==> config.mk <==
export PLATFORM = sky130hd
export DESIGN_NAME = afsk_half_period_generator_unit
export DESIGN_NICKNAME = d
export VERILOG_FILES = /design/src/sv/afhp_pkg.sv /design/src/sv/afhp_rounder.sv /design/src/sv/afhp_seq.sv /design/src/sv/afsk_half_period_generator_unit.sv
export SDC_FILE = /design/constraint.sdc
export NUM_CORES = 1
export LEC_CHECK = 0
export BUFFER_PORTS_ARGS = -buffer_cell sky130_fd_sc_hd__buf_4
export CORE_AREA = 2 2 208 210
export DETAILED_ROUTE_END_ITERATION = 8
export DIE_AREA = 0 0 210 212
export PLACE_DENSITY = 0.48
export REMOVE_ABC_BUFFERS = 1
export SETUP_SLACK_MARGIN = 0.3
export SLEW_MARGIN = 20
export SYNTH_ARGS = -nofsm -noshare
export SYNTH_HDL_FRONTEND = slang
export SYNTH_HIERARCHICAL = 1
export SYNTH_SLANG_ARGS = --single-unit
==> constraint.sdc <==
create_clock -name clock -period 14.41 [get_ports clock]
set_input_delay 2.882 -clock clock [delete_from_list [all_inputs] [get_ports clock]]
set_output_delay 2.882 -clock clock [all_outputs]
set_load 0.02 [all_outputs]
==> src/sv/afhp_pkg.sv <==
package afhp_pkg;

   localparam int unsigned CSR_DATA_W = 32;
   localparam int unsigned CSR_IDX_W  = 2;

   localparam logic [CSR_IDX_W-1:0] CSR_BIT_PERIOD   = 2'd0;
   localparam logic [CSR_IDX_W-1:0] CSR_MARK_HALF    = 2'd1;
   localparam logic [CSR_IDX_W-1:0] CSR_SPACE_HALF   = 2'd2;

   localparam logic [31:0] BIT_PERIOD_RST = 32'd54613333;
   localparam logic [31:0] MARK_HALF_RST  = 32'd27306667;
   localparam logic [31:0] SPACE_HALF_RST = 32'd14894545;

   typedef struct packed {
      logic [15:0] half_us;
      logic        zero;
   } rnd_res_type;

   typedef struct packed {
      logic [31:0] bit_period;
      logic [31:0] mark_half;
      logic [31:0] space_half;
   } cfg_type;

endpackage

==> src/sv/afhp_rounder.sv <==
module afhp_rounder import afhp_pkg::*; (
   input  logic        clock,
   input  logic        reset,
   input  logic        round_en,
   input  logic [31:0] piece,
   output rnd_res_type res
);

   logic signed [16:0] carry_ff;
   logic signed [16:0] carry_in;
   logic signed [33:0] v;
   logic signed [17:0] fl;
   logic        [15:0] frac;
   logic               inc;
   logic        [17:0] q;

   always_comb begin
      v    = $signed({2'b00, piece}) + 34'(carry_ff);
      fl   = v[33:16];
      frac = v[15:0];
      inc  = (frac > 16'h8000) || ((frac == 16'h8000) && fl[0]);
      q    = 18'(fl) + 18'(inc);
      carry_in = inc ? $signed({1'b1, frac}) : $signed({1'b0, frac});
      res.zero    = (q == 18'd0);
      res.half_us = (q[17:16] != 2'b00) ? 16'hFFFF : q[15:0];
   end

   always_ff @(posedge clock) begin
      if (reset) begin
         carry_ff <= '0;
      end else if (round_en) begin
         carry_ff <= carry_in;
      end
   end

endmodule

==> src/sv/afhp_seq.sv <==
module afhp_seq import afhp_pkg::*; #(
   parameter int unsigned MAX_HALVES = 64
) (
   input  logic        clock,
   input  logic        reset,
   input  cfg_type     cfg,
   input  logic        req_valid,
   output logic        req_ready,
   input  logic        req_line_bit,
   output logic        rsp_valid,
   input  logic        rsp_ready,
   output logic [15:0] rsp_half_us,
   output logic        rsp_last,
   output logic        round_en,
   output logic [31:0] piece,
   input  rnd_res_type res
);

   localparam int unsigned TW = $clog2(MAX_HALVES);

   localparam logic [1:0] S_IDLE  = 2'd0;
   localparam logic [1:0] S_CHECK = 2'd1;
   localparam logic [1:0] S_ROUND = 2'd2;
   localparam logic [1:0] S_OUT   = 2'd3;

   logic [1:0]    state_ff, state_in;
   logic          tone_ff, tone_in;
   logic [31:0]   done_ff, done_in;
   logic [TW-1:0] taken_ff, taken_in;
   logic [31:0]   piece_ff, piece_in;
   logic          final_ff, final_in;
   logic [15:0]   half_us_ff, half_us_in;
   logic          last_ff, last_in;
   logic [31:0]   half;
   logic [32:0]   sum;
   logic          more;

   assign half = tone_ff ? cfg.mark_half : cfg.space_half;
   assign sum  = {1'b0, done_ff} + {1'b0, half};
   assign more = (taken_ff < TW'(MAX_HALVES - 1)) && (sum < {1'b0, cfg.bit_period});

   assign req_ready   = (state_ff == S_IDLE);
   assign rsp_valid   = (state_ff == S_OUT);
   assign rsp_half_us = half_us_ff;
   assign rsp_last    = last_ff;
   assign round_en    = (state_ff == S_ROUND);
   assign piece       = piece_ff;

   always_comb begin
      state_in   = state_ff;
      tone_in    = tone_ff;
      done_in    = done_ff;
      taken_in   = taken_ff;
      piece_in   = piece_ff;
      final_in   = final_ff;
      half_us_in = half_us_ff;
      last_in    = last_ff;
      case (state_ff)
         S_IDLE: begin
            if (req_valid) begin
               if (!req_line_bit) begin
                  tone_in = !tone_ff;
               end
               done_in  = '0;
               taken_in = '0;
               state_in = S_CHECK;
            end
         end
         S_CHECK: begin
            piece_in = more ? half : (cfg.bit_period - done_ff);
            final_in = !more;
            state_in = S_ROUND;
         end
         S_ROUND: begin
            if (!final_ff) begin
               done_in  = sum[31:0];
               taken_in = taken_ff + TW'(1);
            end
            if (final_ff || !res.zero) begin
               half_us_in = res.half_us;
               last_in    = final_ff;
               state_in   = S_OUT;
            end else begin
               state_in = S_CHECK;
            end
         end
         S_OUT: begin
            if (rsp_ready) begin
               state_in = last_ff ? S_IDLE : S_CHECK;
            end
         end
         default: begin
            state_in = S_IDLE;
         end
      endcase
   end

   always_ff @(posedge clock) begin
      if (reset) begin
         state_ff <= S_IDLE;
         tone_ff  <= 1'b1;
      end else begin
         state_ff <= state_in;
         tone_ff  <= tone_in;
      end
   end

   always_ff @(posedge clock) begin
      done_ff    <= done_in;
      taken_ff   <= taken_in;
      piece_ff   <= piece_in;
      final_ff   <= final_in;
      half_us_ff <= half_us_in;
      last_ff    <= last_in;
   end

endmodule

==> src/sv/afsk_half_period_generator_unit.sv <==
// An accepted request leaves idle for the split/round loop (check, round),
// which runs once per taken half cycle; each result emitted is then held in
// the output register until rsp_ready takes it.
// One request is in flight at a time.
// Reset (synchronous): tone is mark, rounding carry is zero, registers take
// their default periods.
module afsk_half_period_generator_unit import afhp_pkg::*; #(
   parameter int unsigned MAX_HALVES = 64
) (
   input  logic                  clock,
   input  logic                  reset,
   input  logic                  req_valid,
   output logic                  req_ready,
   input  logic                  req_line_bit,
   output logic                  rsp_valid,
   input  logic                  rsp_ready,
   output logic [15:0]           rsp_half_us,
   output logic                  rsp_last,
   input  logic                  csr_wr_en,
   input  logic [CSR_IDX_W-1:0]  csr_index,
   input  logic [CSR_DATA_W-1:0] csr_wr_data
);

   cfg_type     cfg_ff;
   logic        round_en;
   logic [31:0] piece;
   rnd_res_type res;

   always_ff @(posedge clock) begin
      if (reset) begin
         cfg_ff.bit_period <= BIT_PERIOD_RST;
         cfg_ff.mark_half  <= MARK_HALF_RST;
         cfg_ff.space_half <= SPACE_HALF_RST;
      end else if (csr_wr_en) begin
         case (csr_index)
            CSR_BIT_PERIOD: cfg_ff.bit_period <= csr_wr_data;
            CSR_MARK_HALF:  cfg_ff.mark_half  <= csr_wr_data;
            CSR_SPACE_HALF: cfg_ff.space_half <= csr_wr_data;
            default: begin
            end
         endcase
      end
   end

   afhp_seq #(
      .MAX_HALVES (MAX_HALVES)
   ) u_seq (
      .clock        (clock),
      .reset        (reset),
      .cfg          (cfg_ff),
      .req_valid    (req_valid),
      .req_ready    (req_ready),
      .req_line_bit (req_line_bit),
      .rsp_valid    (rsp_valid),
      .rsp_ready    (rsp_ready),
      .rsp_half_us  (rsp_half_us),
      .rsp_last     (rsp_last),
      .round_en     (round_en),
      .piece        (piece),
      .res          (res)
   );

   afhp_rounder u_rounder (
      .clock    (clock),
      .reset    (reset),
      .round_en (round_en),
      .piece    (piece),
      .res      (res)
   );

endmodule
==> flow_summary.json <==
{
  "final-hold-violation-count": 0,
  "cts_resized": 0,
  "p_leak_nw": 7.05,
  "ff2ff_path_depth": 21,
  "maxCapViolCount": 0,
  "fin_cells": 2235,
  "area_growth_pct": 11.2,
  "crit_slowest_cell": "a21oi_2",
  "syn-instance-count": 1640,
  "core_um2": 42500,
  "crit_chain": "ha_1 -> fa_1 -> a211oi_1 -> o21ai_1 -> xor2_1 -> or4_1 -> nor3_1 -> nand4_1 -> o31a_1 -> ha_1 -> nand2_1 -> a311oi_1 -> mux2_4 -> o211ai_4 -> or4b_1 -> nor3_4 -> xor2_1 -> nand4b_1 -> o221ai_2 -> o2111a_1 -> a21oi_2",
  "cts_tree": "yes",
  "clock_skew_ns": 0.0241,
  "outcome": "finished clean",
  "grt_antenna_before_repair": 0,
  "cp_top_family": "compound AO/OA/AOI/OAI gates",
  "endpoint": "u_seq/rsp_half_us[5]$_DFFE_PP_",
  "max_freq_mhz": 155,
  "drv_slew": 0,
  "arrival_ns": 6.59,
  "postCtsSetupBuffers": 0,
  "io_pins": 59,
  "num_rows": 76,
  "layout_commonest_cell": "nor2_1",
  "postCtsHoldBufs": 0,
  "synth_edf_count": 88,
  "path_buf_inv": 0,
  "ys_types": 101,
  "final_core_util": 0.395,
  "hold_class": "reg2reg",
  "syn_area_per_cell_um2": 9.20,
  "startpoint_type": "flop",
  "max_stage_delay_ns": 0.79,
  "io_buffers": 58,
  "grt_max_degree": 100,
  "start_util": 0.355,
  "worstMarginPinSlew_ns": 0.997,
  "dieHeight_um": 212,
  "cp.required_ns": 14.57,
  "grt_pass1_wl_um": 61600,
  "viasPerCell": 5.21,
  "grt_pass1_vias": 11387,
  "routedWlPerCell_um": 17.3,
  "vias": 11646,
  "finalCriticalPeriod_ns": 6.43,
  "cp.depth": 21,
  "ir_drop_uv": 91.0,
  "n_fill_cell": 4223,
  "ys_seq_area_frac": 0.329,
  "slew_headroom": 0.335,
  "rsz0062_at_grt": "no",
  "die_area_um2": 44500,
  "detailedRoute.firstPassIterationCount": 5,
  "reg2reg_slack_ns": 7.98,
  "die_w_um": 210,
  "r2r-start": "u_seq/piece[0]$_DFFE_PN_",
  "post-route-drc-count": 0,
  "cts_root_buf": "clkbuf_16",
  "most-common-layout-cells": "139 x nor2_1, 130 x ha_1, 118 x mux2i_1",
  "drt_iter0_markers": 821,
  "power_density_nw_per_um2": 120,
  "htree_levels": 1,
  "fin_crit_sh": 0.446,
  "wl_um": 38600,
  "path_class": "reg2reg",
  "nets": 1844,
  "antenna_cells": 0,
  "endpoint_kind": "flop",
  "setup_violations": 0,
  "drive_above_1_share": 0.112,
  "total_power_mw": 2.02,
  "cts_inserted_buffers": 25,
  "synth_ff_type": "dfxtp_1",
  "yosysWarningCount": 6,
  "crit_start": "u_seq/piece[0]$_DFFE_PN_",
  "grtUsageTotal": 0.173,
  "async_flop_share": 0,
  "dp_cells": 2189,
  "place_congestion": 0.896,
  "clockBufferDepth": 3,
  "clock-sinks": 204,
  "finalSetupTns_ns": 0,
  "gr-total-overflow": 0,
  "reg2reg_to": "u_seq/rsp_half_us[5]$_DFFE_PP_",
  "clk_pin_slew_ns": 0.06,
  "synth_seq_cells": 204,
  "syn_area_um2": 15100,
  "clock_latency_ns": 0.55,
  "hpwl_um": 29200,
  "drtAntennaViolNets": 0,
  "path_max_fanout": 18
}
==> power breakdown <==
part	switching [mW]	total, mW	internal, mW
registers	0.0264	0.696	0.669
logic	0.415	0.699	0.284
clock network	0.257	0.625	0.368
==> area by class of cell <==
cell class              instances  area (um^2)  share of cell area
well taps                     546          683              0.0407
clock inverters                 7         38.8             0.00231
repair buffers                 68          531              0.0316
multi-input cells            1288         9470               0.564
flip-flops and latches        204         4970               0.296
clock buffers                  38          769              0.0459
inverters                      84          320              0.0191
==> worst min-delay path: stages, from the launching register on <==
cell and delay (ns):
dfxtp_1 0.31, nand2b_1 0.06, mux2i_1 0.05
==> sequential cells by signal (all words and copies together), names as in the netlist <==
signal,count
u_seq/taken_ff,6
u_seq/state_ff,2
cfg_ff,96
u_seq/piece,32
u_seq/rsp_last,1
u_seq/tone_ff,1
u_rounder/carry_ff,17
u_seq/done_ff,32
u_seq/rsp_half_us,16
u_seq/final_ff,1
==> cell usage after synthesis, drive strengths merged, types with 6 or more instances <==
cell / instances / area, um^2
o21a: 20 / 150
clkbuf: 25 / 93.8
nand2: 115 / 437
nor4: 9 / 83.8
ha: 130 / 1630
xnor2: 54 / 480
edfxtp: 88 / 2640
or3: 8 / 50.1
buf: 39 / 269
a221oi: 7 / 67.6
nor2b: 13 / 81.3
dfxtp: 116 / 2320
a31oi: 15 / 109
o21ai: 81 / 405
and3: 7 / 43.8
a21o: 45 / 338
inv: 84 / 320
nand3: 22 / 110
mux2: 34 / 387
o21bai: 10 / 75.1
xor2: 42 / 368
or2: 6 / 37.5
and2: 42 / 263
and4: 7 / 63.8
nor3: 22 / 126
a211oi: 19 / 175
nand4: 19 / 125
mux2i: 118 / 1180
nand2b: 107 / 669
o211ai: 11 / 101
a21oi: 102 / 522
or4: 6 / 45.0
nor2: 142 / 538
==> worst min-delay path by stage <==
stage / startpoint / endpoint / cells past startpoint
2_1_floorplan: u_seq/final_ff$_DFFE_PN_ / u_seq/rsp_last$_DFFE_PP_ / 0
3_3_place_gp: cfg_ff[59]$_SDFFE_PP0P_ / cfg_ff[59]$_SDFFE_PP0P_ / 2
3_5_place_dp: cfg_ff[60]$_SDFFE_PP0P_ / cfg_ff[60]$_SDFFE_PP0P_ / 2
4_1_cts: cfg_ff[59]$_SDFFE_PP0P_ / cfg_ff[59]$_SDFFE_PP0P_ / 2
5_1_grt: cfg_ff[61]$_SDFFE_PP0P_ / cfg_ff[61]$_SDFFE_PP0P_ / 2
6_report: cfg_ff[59]$_SDFFE_PP0P_ / cfg_ff[59]$_SDFFE_PP0P_ / 2
==> metal layers <==
metal / global-route usage / wire length [um] / vias up
li1: - / - / 5964
met1: 0.245 / 19500 / 5412
met2: 0.278 / 16800 / 223
met3: 0.0202 / 1430 / 47
met4: 0.0484 / 873 / 0
met5: 0 / 0 / -
==> cells by family after synthesis <==
| kind of cell | Yosys count | share of synthesized area |
|---|---|---|
| flip-flops | 204 | 0.329 |
| multiplexers | 152 | 0.104 |
| XOR/XNOR | 96 | 0.0562 |
| buffers and inverters | 148 | 0.0453 |
| AND/OR/NAND/NOR | 542 | 0.189 |
| adder cells (fa/ha/maj) | 133 | 0.112 |
| AO/OA/AOI/OAI | 365 | 0.165 |
==> stage by stage <==
| step | cell area (um^2) | worst slack [ns] | hold slack [ns] |
|---|---|---|---|
| global placement | 15900 | 7.98 | 0.455 |
| CTS | 16700 | 7.89 | 0.473 |
| global route | 16800 | 7.59 | 0.492 |
| floorplan | 14700 | 8.57 | 0.426 |
| detailed placement | 15900 | 7.89 | 0.460 |
| finish | 16800 | 7.98 | 0.470 |
Note: power is estimated with default switching activity, not from simulation.
